==> src/hw/rtl/kcl_pkg.sv <==
// shared types, constants and functions of the keypad code lock
`default_nettype none

package kcl_pkg;

    localparam int CODE_DIGITS_DEF = 8;
    localparam int PLACES          = 8;

    typedef logic [PLACES-1:0][4:0] entry_t;
    typedef logic [PLACES-1:0][3:0] code_t;

    // bit 4 set marks a blank place
    localparam logic [4:0] BLANK          = 5'd16;
    localparam logic [7:0] SEG_UNDERSCORE = 8'h08;
    localparam logic [7:0] SEG_DARK       = 8'h00;

    localparam entry_t ENTRY_CLEAR  = {PLACES{BLANK}};
    localparam code_t  STORED_RESET = {4'd8, 4'd7, 4'd6, 4'd5, 4'd4, 4'd3, 4'd2, 4'd1};

    typedef enum logic [1:0] {
        CMD_KEY   = 2'd0,
        CMD_CHECK = 2'd1,
        CMD_CLEAR = 2'd2,
        CMD_SET   = 2'd3
    } cmd_t;

    typedef enum logic [2:0] {
        ST_NONE       = 3'd0,
        ST_INCOMPLETE = 3'd1,
        ST_CORRECT    = 3'd2,
        ST_WRONG      = 3'd3,
        ST_AGAIN      = 3'd4,
        ST_SAVED      = 3'd5,
        ST_NOT_SAME   = 3'd6
    } status_t;

    // state after one item, as seen by the readout and the result register
    typedef struct packed {
        status_t    status;
        entry_t     entry;
        logic [3:0] pos;
        logic       set_mode;
    } view_t;

    function automatic logic [7:0] seg_of(input logic [3:0] d);
        logic [7:0] s;
        case (d)
            4'd0:    s = 8'h3f;
            4'd1:    s = 8'h06;
            4'd2:    s = 8'h5b;
            4'd3:    s = 8'h4f;
            4'd4:    s = 8'h66;
            4'd5:    s = 8'h6d;
            4'd6:    s = 8'h7d;
            4'd7:    s = 8'h07;
            4'd8:    s = 8'h7f;
            4'd9:    s = 8'h6f;
            default: s = SEG_DARK;
        endcase
        return s;
    endfunction

    // compares the first cd places of the entry with a code
    function automatic logic code_match(input entry_t e, input code_t c, input logic [3:0] cd);
        logic ok;
        ok = 1'b1;
        for (int k = 0; k < PLACES; k++) begin
            if (4'(k) < cd && e[k] != {1'b0, c[k]}) begin
                ok = 1'b0;
            end
        end
        return ok;
    endfunction

endpackage

`default_nettype wire

==> src/hw/rtl/kcl_core.sv <==
// lock state: entry buffer, stored code, set mode sequencing and status
`default_nettype none

module kcl_core #(
    parameter int CODE_DIGITS = kcl_pkg::CODE_DIGITS_DEF
) (
    input  wire logic          aclk,
    input  wire logic          aresetn,
    input  wire logic          step,
    input  wire kcl_pkg::cmd_t cmd,
    input  wire logic [3:0]    key,
    output kcl_pkg::view_t     view
);

    localparam logic [3:0] CD = 4'(CODE_DIGITS);

    kcl_pkg::entry_t  entry_reg, entry_next;
    logic [3:0]       pos_reg, pos_next;
    kcl_pkg::code_t   stored_reg, stored_next;
    kcl_pkg::code_t   first_reg, first_next;
    logic             fe_reg, fe_next;
    logic             setm_reg, setm_next;
    kcl_pkg::status_t status;

    always_comb begin
        entry_next  = entry_reg;
        pos_next    = pos_reg;
        stored_next = stored_reg;
        first_next  = first_reg;
        fe_next     = fe_reg;
        setm_next   = setm_reg;
        status      = kcl_pkg::ST_NONE;

        case (cmd)
            kcl_pkg::CMD_KEY: begin
                if (key <= 4'd9 && pos_reg < CD) begin
                    entry_next[pos_reg[2:0]] = {1'b0, key};
                    pos_next = pos_reg + 4'd1;
                end
            end
            kcl_pkg::CMD_CHECK: begin
                if (pos_reg < CD) begin
                    status = kcl_pkg::ST_INCOMPLETE;
                end else begin
                    status = kcl_pkg::code_match(entry_reg, stored_reg, CD) ?
                             kcl_pkg::ST_CORRECT : kcl_pkg::ST_WRONG;
                    entry_next = kcl_pkg::ENTRY_CLEAR;
                    pos_next   = 4'd0;
                end
            end
            kcl_pkg::CMD_CLEAR: begin
                entry_next = kcl_pkg::ENTRY_CLEAR;
                pos_next   = 4'd0;
            end
            default: begin
                setm_next = 1'b1;
            end
        endcase

        // full entry in set mode is taken at once
        if (setm_next && pos_next >= CD) begin
            if (!fe_reg) begin
                for (int k = 0; k < kcl_pkg::PLACES; k++) begin
                    first_next[k] = entry_next[k][3:0];
                end
                fe_next = 1'b1;
                status  = kcl_pkg::ST_AGAIN;
            end else begin
                if (kcl_pkg::code_match(entry_next, first_reg, CD)) begin
                    stored_next = first_reg;
                    setm_next   = 1'b0;
                    status      = kcl_pkg::ST_SAVED;
                end else begin
                    status = kcl_pkg::ST_NOT_SAME;
                end
                fe_next = 1'b0;
            end
            entry_next = kcl_pkg::ENTRY_CLEAR;
            pos_next   = 4'd0;
        end
    end

    always_ff @(posedge aclk) begin
        if (!aresetn) begin
            entry_reg  <= kcl_pkg::ENTRY_CLEAR;
            pos_reg    <= 4'd0;
            stored_reg <= kcl_pkg::STORED_RESET;
            fe_reg     <= 1'b0;
            setm_reg   <= 1'b0;
        end else if (step) begin
            entry_reg  <= entry_next;
            pos_reg    <= pos_next;
            stored_reg <= stored_next;
            fe_reg     <= fe_next;
            setm_reg   <= setm_next;
        end
    end

    // first code is only read after it has been written
    always_ff @(posedge aclk) begin
        if (step) begin
            first_reg <= first_next;
        end
    end

    assign view.status   = status;
    assign view.entry    = entry_next;
    assign view.pos      = pos_next;
    assign view.set_mode = setm_next;

endmodule

`default_nettype wire

==> src/hw/rtl/kcl_disp.sv <==
// seven-segment readout of the entry buffer
`default_nettype none

module kcl_disp #(
    parameter int CODE_DIGITS = kcl_pkg::CODE_DIGITS_DEF
) (
    input  wire kcl_pkg::view_t view,
    input  wire logic           phase,
    output logic [63:0]         segments
);

    always_comb begin
        for (int k = 0; k < kcl_pkg::PLACES; k++) begin
            if (k >= CODE_DIGITS) begin
                segments[8*k +: 8] = kcl_pkg::SEG_DARK;
            end else if (!view.entry[k][4]) begin
                segments[8*k +: 8] = kcl_pkg::seg_of(view.entry[k][3:0]);
            end else if (4'(k) == view.pos) begin
                segments[8*k +: 8] = phase ? kcl_pkg::SEG_UNDERSCORE : kcl_pkg::SEG_DARK;
            end else begin
                segments[8*k +: 8] = kcl_pkg::SEG_UNDERSCORE;
            end
        end
    end

endmodule

`default_nettype wire

==> src/hw/rtl/keypad_code_lock.sv <==
// keypad code lock top level: input register, lock logic, readout, result register
//
// usage
//   s_ channel: one item per key event (command, key_value, blink_phase)
//   m_ channel: exactly one result item per input item, in order, with the
//     status and the state after the item (readout, digit count, set mode)
//   an item passes the input register, then the result register; m_valid rises
//     once the item has moved into the result register
//   throughput: one item per cycle while m_ready stays high; the input register is
//     emptied into the result register whenever that one is free or being taken
//   the lock state advances as an item moves into the result register, so a
//     stalled receiver holds the pipe: up to two items sit in the block and
//     s_ready falls only when both registers are full and m_ready is low
//   reset (aresetn low, synchronous): both channels empty, entry cleared,
//     set mode off, stored code back to 1 2 3 4 5 6 7 8
//   CODE_DIGITS (1 to 8) sets how many places make a full entry
`default_nettype none

module keypad_code_lock #(
    parameter int CODE_DIGITS = kcl_pkg::CODE_DIGITS_DEF
) (
    input  wire logic        aclk,
    input  wire logic        aresetn,

    input  wire logic        s_valid,
    output logic             s_ready,
    input  wire logic [1:0]  s_command,
    input  wire logic [3:0]  s_key_value,
    input  wire logic        s_blink_phase,

    output logic             m_valid,
    input  wire logic        m_ready,
    output logic [2:0]       m_status,
    output logic [63:0]      m_segments,
    output logic [3:0]       m_digits_entered,
    output logic             m_in_set_mode
);

    // input register
    logic          in_vld_reg, in_vld_next;
    kcl_pkg::cmd_t cmd_reg;
    logic [3:0]    key_reg;
    logic          phase_reg;

    // result register
    logic          out_vld_reg, out_vld_next;
    logic [2:0]    status_reg;
    logic [63:0]   segments_reg;
    logic [3:0]    digits_reg;
    logic          setm_reg;

    logic           s_fire;
    logic           adv;
    kcl_pkg::view_t view;
    logic [63:0]    segments;

    // item moves from the input register into the result register
    assign adv     = in_vld_reg && (!out_vld_reg || m_ready);
    assign s_ready = !in_vld_reg || adv;
    assign s_fire  = s_valid && s_ready;

    assign in_vld_next  = s_fire || (in_vld_reg && !adv);
    assign out_vld_next = adv || (out_vld_reg && !m_ready);

    always_ff @(posedge aclk) begin
        if (!aresetn) begin
            in_vld_reg  <= 1'b0;
            out_vld_reg <= 1'b0;
        end else begin
            in_vld_reg  <= in_vld_next;
            out_vld_reg <= out_vld_next;
        end
    end

    always_ff @(posedge aclk) begin
        if (s_fire) begin
            cmd_reg   <= kcl_pkg::cmd_t'(s_command);
            key_reg   <= s_key_value;
            phase_reg <= s_blink_phase;
        end
    end

    kcl_core #(
        .CODE_DIGITS(CODE_DIGITS)
    ) u_core (
        .aclk    (aclk),
        .aresetn (aresetn),
        .step    (adv),
        .cmd     (cmd_reg),
        .key     (key_reg),
        .view    (view)
    );

    kcl_disp #(
        .CODE_DIGITS(CODE_DIGITS)
    ) u_disp (
        .view     (view),
        .phase    (phase_reg),
        .segments (segments)
    );

    // result payload, loaded only when an item advances
    always_ff @(posedge aclk) begin
        if (adv) begin
            status_reg   <= view.status;
            segments_reg <= segments;
            digits_reg   <= view.pos;
            setm_reg     <= view.set_mode;
        end
    end

    assign m_valid          = out_vld_reg;
    assign m_status         = status_reg;
    assign m_segments       = segments_reg;
    assign m_digits_entered = digits_reg;
    assign m_in_set_mode    = setm_reg;

endmodule

`default_nettype wire

==> config.mk <==
export PLATFORM = sky130hd
export DESIGN_NAME = keypad_code_lock
export DESIGN_NICKNAME = d
export VERILOG_FILES = /design/src/hw/rtl/kcl_pkg.sv /design/src/hw/rtl/kcl_core.sv /design/src/hw/rtl/kcl_disp.sv /design/src/hw/rtl/keypad_code_lock.sv
export SDC_FILE = /design/constraint.sdc
export NUM_CORES = 1
export LEC_CHECK = 0
export BUFFER_PORTS_ARGS = -buffer_cell sky130_fd_sc_hd__buf_2
export CORE_ASPECT_RATIO = 0.6
export CORE_MARGIN = 2
export CORE_UTILIZATION = 45
export CTS_CLUSTER_DIAMETER = 150
export DETAILED_ROUTE_END_ITERATION = 10
export GPL_TIMING_DRIVEN = 0
export SLEW_MARGIN = 20
export SYNTH_ARGS = -nofsm -noshare
export SYNTH_HDL_FRONTEND = slang
export SYNTH_SLANG_ARGS = --single-unit
==> constraint.sdc <==
create_clock -name aclk -period 11.1 [get_ports aclk]
set_clock_uncertainty 0.2 [all_clocks]
set_input_delay 3.33 -clock aclk [delete_from_list [all_inputs] [get_ports aclk]]
set_output_delay 3.33 -clock aclk [all_outputs]
set_load 0.1 [all_outputs]
==> flow_metrics.py <==
metrics = {
    "status": {
        "status": "finished, final reports clean",
    },
    "synthesis": {
        "synth_seq_area_share": 0.4200,
        "synthArstFlopShare": 0,
        "synth.avg_cell_area_um2": 8.928,
        "synth-edff-count": 103,
        "ys_seq_elements": 183,
        "syn_area_um2": 11180,
        "syn_inst": 1252,
        "ys_types": 85,
        "synth_warnings": 0,
        "synth_ff_type": "edfxtp_1",
    },
    "placed_design": {
        "port_buffers": 75,
        "gp_congestion": 1.044,
        "dp_cells": 1661,
        "hpwl_um": 34990,
    },
    "clock_network": {
        "cts_tree": "yes",
        "clk_pin_slew_ns": 0.07,
        "clock_path_buffers": 2,
        "cts_hold_buf": 0,
        "cts_setup_buffers": 0,
        "clockRootBuffer": "clkbuf_16",
        "htree_levels": 4,
        "cts_sinks": 183,
        "numCtsBuffers": 17,
        "cts_resized": 0,
        "insertion_delay_ns": 0.47,
    },
    "finish": {
        "drive_gt1_frac": 0.1320,
        "seqCellArea_um2": 4695,
        "fill_cells": 2286,
        "diodes": 0,
        "multiInputGateArea_um2": 5923,
        "fin_util": 0.5186,
        "synthToLayoutAreaGrowth_pct": 12.63,
        "final_nets": 1418,
        "final_common_cell": "nand2_1",
        "largest_reg_flops": 56,
        "fin_cells": 1693,
        "final_cell_mix": "207 x nand2_1, 103 x edfxtp_1, 99 x buf_2",
    },
    "setup_path": {
        "crit_family": "buffers and inverters",
        "crit_fanout": 4,
        "crit_path_start_kind": "primary input",
        "worstSetupPathType": "in -> out",
        "cp_common_cell": "buf_2",
        "crit_arrival_ns": 4.05,
        "path_buf_inv": 2,
        "cpPeakStageDelay_ns": 0.31,
        "critical_path_required_ns": 7.57,
        "critPathCaptureType": "primary output",
        "path_cells": "buf_2 -> nor2b_1 -> nand2_1 -> buf_2",
        "slowest_stage": "buf_2",
    },
    "floorplanning": {
        "die_w_um": 207.5,
        "core_um2": 24280,
        "die_area_um2": 26160,
        "num_io_pins": 85,
        "initial_core_util": 0.4604,
        "die_h_um": 126.1,
        "rows": 44,
    },
    "routing": {
        "post_drt_wl_per_cell_um": 27.06,
        "postRouteWirelength_um": 45810,
        "drtIter0Drc": 1519,
        "ant_nets": 0,
        "viasPerCell": 6.321,
        "vias": 10700,
        "firstDrtPassIters": 6,
        "drc": 0,
    },
    "global_route": {
        "first_global_vias": 9832,
        "antenna_found_initial": 1,
        "grt_overflow": 0,
        "grt_pass1_wl_um": 65980,
        "track_usage": 0.3498,
        "grt_max_degree": 54,
    },
    "sta": {
        "max_slew_margin": 0.09609,
        "fmax_mhz": 131.9,
        "worst_slew_pin_slew_ns": 1.353,
        "min_period_ns": 7.582,
        "finalSetupViolations": 0,
        "fin_tns_setup_ns": 0,
        "drv_slew": 0,
        "rsz0062_at_grt": "no",
        "period_share": 0.6831,
        "hold_viol": 0,
    },
    "run": {
        "maxCapViolCount": 0,
    },
    "min_path": {
        "worstHoldPathType": "reg -> reg",
    },
    "power_and_ir_drop": {
        "ir_drop_v": 0.0001057,
        "power_mw": 1.526,
        "total_leakage_power_nw": 4.887,
        "power.density_nw_per_um2": 121.2,
    },
}
==> synth_stat cells (all sizes together) (5+ instances only) <==
master,count,area share
nand2,207,0.070
edfxtp,103,0.28
dfxtp,80,0.14
a21oi,71,0.032
nand3,64,0.029
o21ai,59,0.027
nor2,56,0.019
ha,49,0.055
inv,47,0.016
clkbuf,45,0.015
buf,44,0.022
o211ai,43,0.031
and2,35,0.020
nor3,29,0.014
xnor2,27,0.021
a31oi,26,0.015
mux2i,25,0.022
nand4,16,0.0090
a21boi,15,0.010
nor4,13,0.0078
o41ai,13,0.010
xor2,13,0.010
nand2b,12,0.0067
a211oi,11,0.0074
a21o,8,0.0054
nor2b,8,0.0045
a22oi,7,0.0047
and3,7,0.0039
or3,7,0.0039
or4,7,0.0054
nor3b,6,0.0045
o21a,6,0.0047
or2,6,0.0034
a32o,5,0.0045
a32oi,5,0.0039
o211a,5,0.0045
==> area by class of cell <==
class                      count  share of cell area
multi-input combinational    938              0.4705
sequential                   183              0.3729
clock buffer                  20             0.03628
timing repair buffer          80             0.03439
buffer                        89             0.03309
tap                          322             0.03200
inverter                      49             0.01461
clock inverter                12            0.006261
==> worst paths after layout <==
path,from,to,slack [ns],cells past startpoint
max,m_ready,s_ready,3.52,4
min,u_core.stored_reg[13],u_core.stored_reg[13],0.28,2
max reg2reg,cmd_reg[0],m_segments[27],4.11,17
min reg2reg,u_core.stored_reg[13],u_core.stored_reg[13],0.28,2
==> power by group <==
part | total (mW) | internal (mW) | switching, mW | leakage, nW
sequential | 0.739 | 0.730 | 0.00847 | 1.64
combinational | 0.211 | 0.0342 | 0.177 | 2.99
clock | 0.577 | 0.297 | 0.280 | 0.262
==> stage by stage <==
step / setup slack, ns / instance area (um2) / hold WS (ns)
floorplan: 3.480 / 11200 / 0.2463
global placement: 1.689 / 11980 / 0.2550
detailed placement: 3.537 / 12050 / 0.2617
CTS: 3.531 / 12580 / 0.2732
global route: 3.429 / 12590 / 0.2911
finish: 3.518 / 12590 / 0.2782
==> layer usage <==
| layer | GRT usage | share of wire | wire, um | vias to the layer above |
|---|---|---|---|---|
| li1 | - | - | - | 4774 |
| met1 | 0.5089 | 0.45 | 20680 | 5188 |
| met2 | 0.4767 | 0.39 | 17740 | 654 |
| met3 | 0.1284 | 0.13 | 6105 | 86 |
| met4 | 0.1092 | 0.028 | 1283 | 0 |
| met5 | 0 | 0 | 0 | - |
==> tightest hold or removal path: cells and delay by family (launching register included) <==
kind             cells  cell delay, ns
multiplexers         1            0.05
flip-flops           1            0.32
AND/OR/NAND/NOR      1            0.06
==> cell families after synthesis <==
family | after synthesis | synth area share
other | 1 | 0.0003355
and+or+nand+nor | 500 | 0.2248
muxes | 26 | 0.02339
adders and majority gates | 49 | 0.05485
buffers and inverters | 138 | 0.05339
DFF | 183 | 0.4200
AOI/OAI and AO/OA | 315 | 0.1920
xor gates and xnor gates | 40 | 0.03134
(Power assumes the default switching activity.)
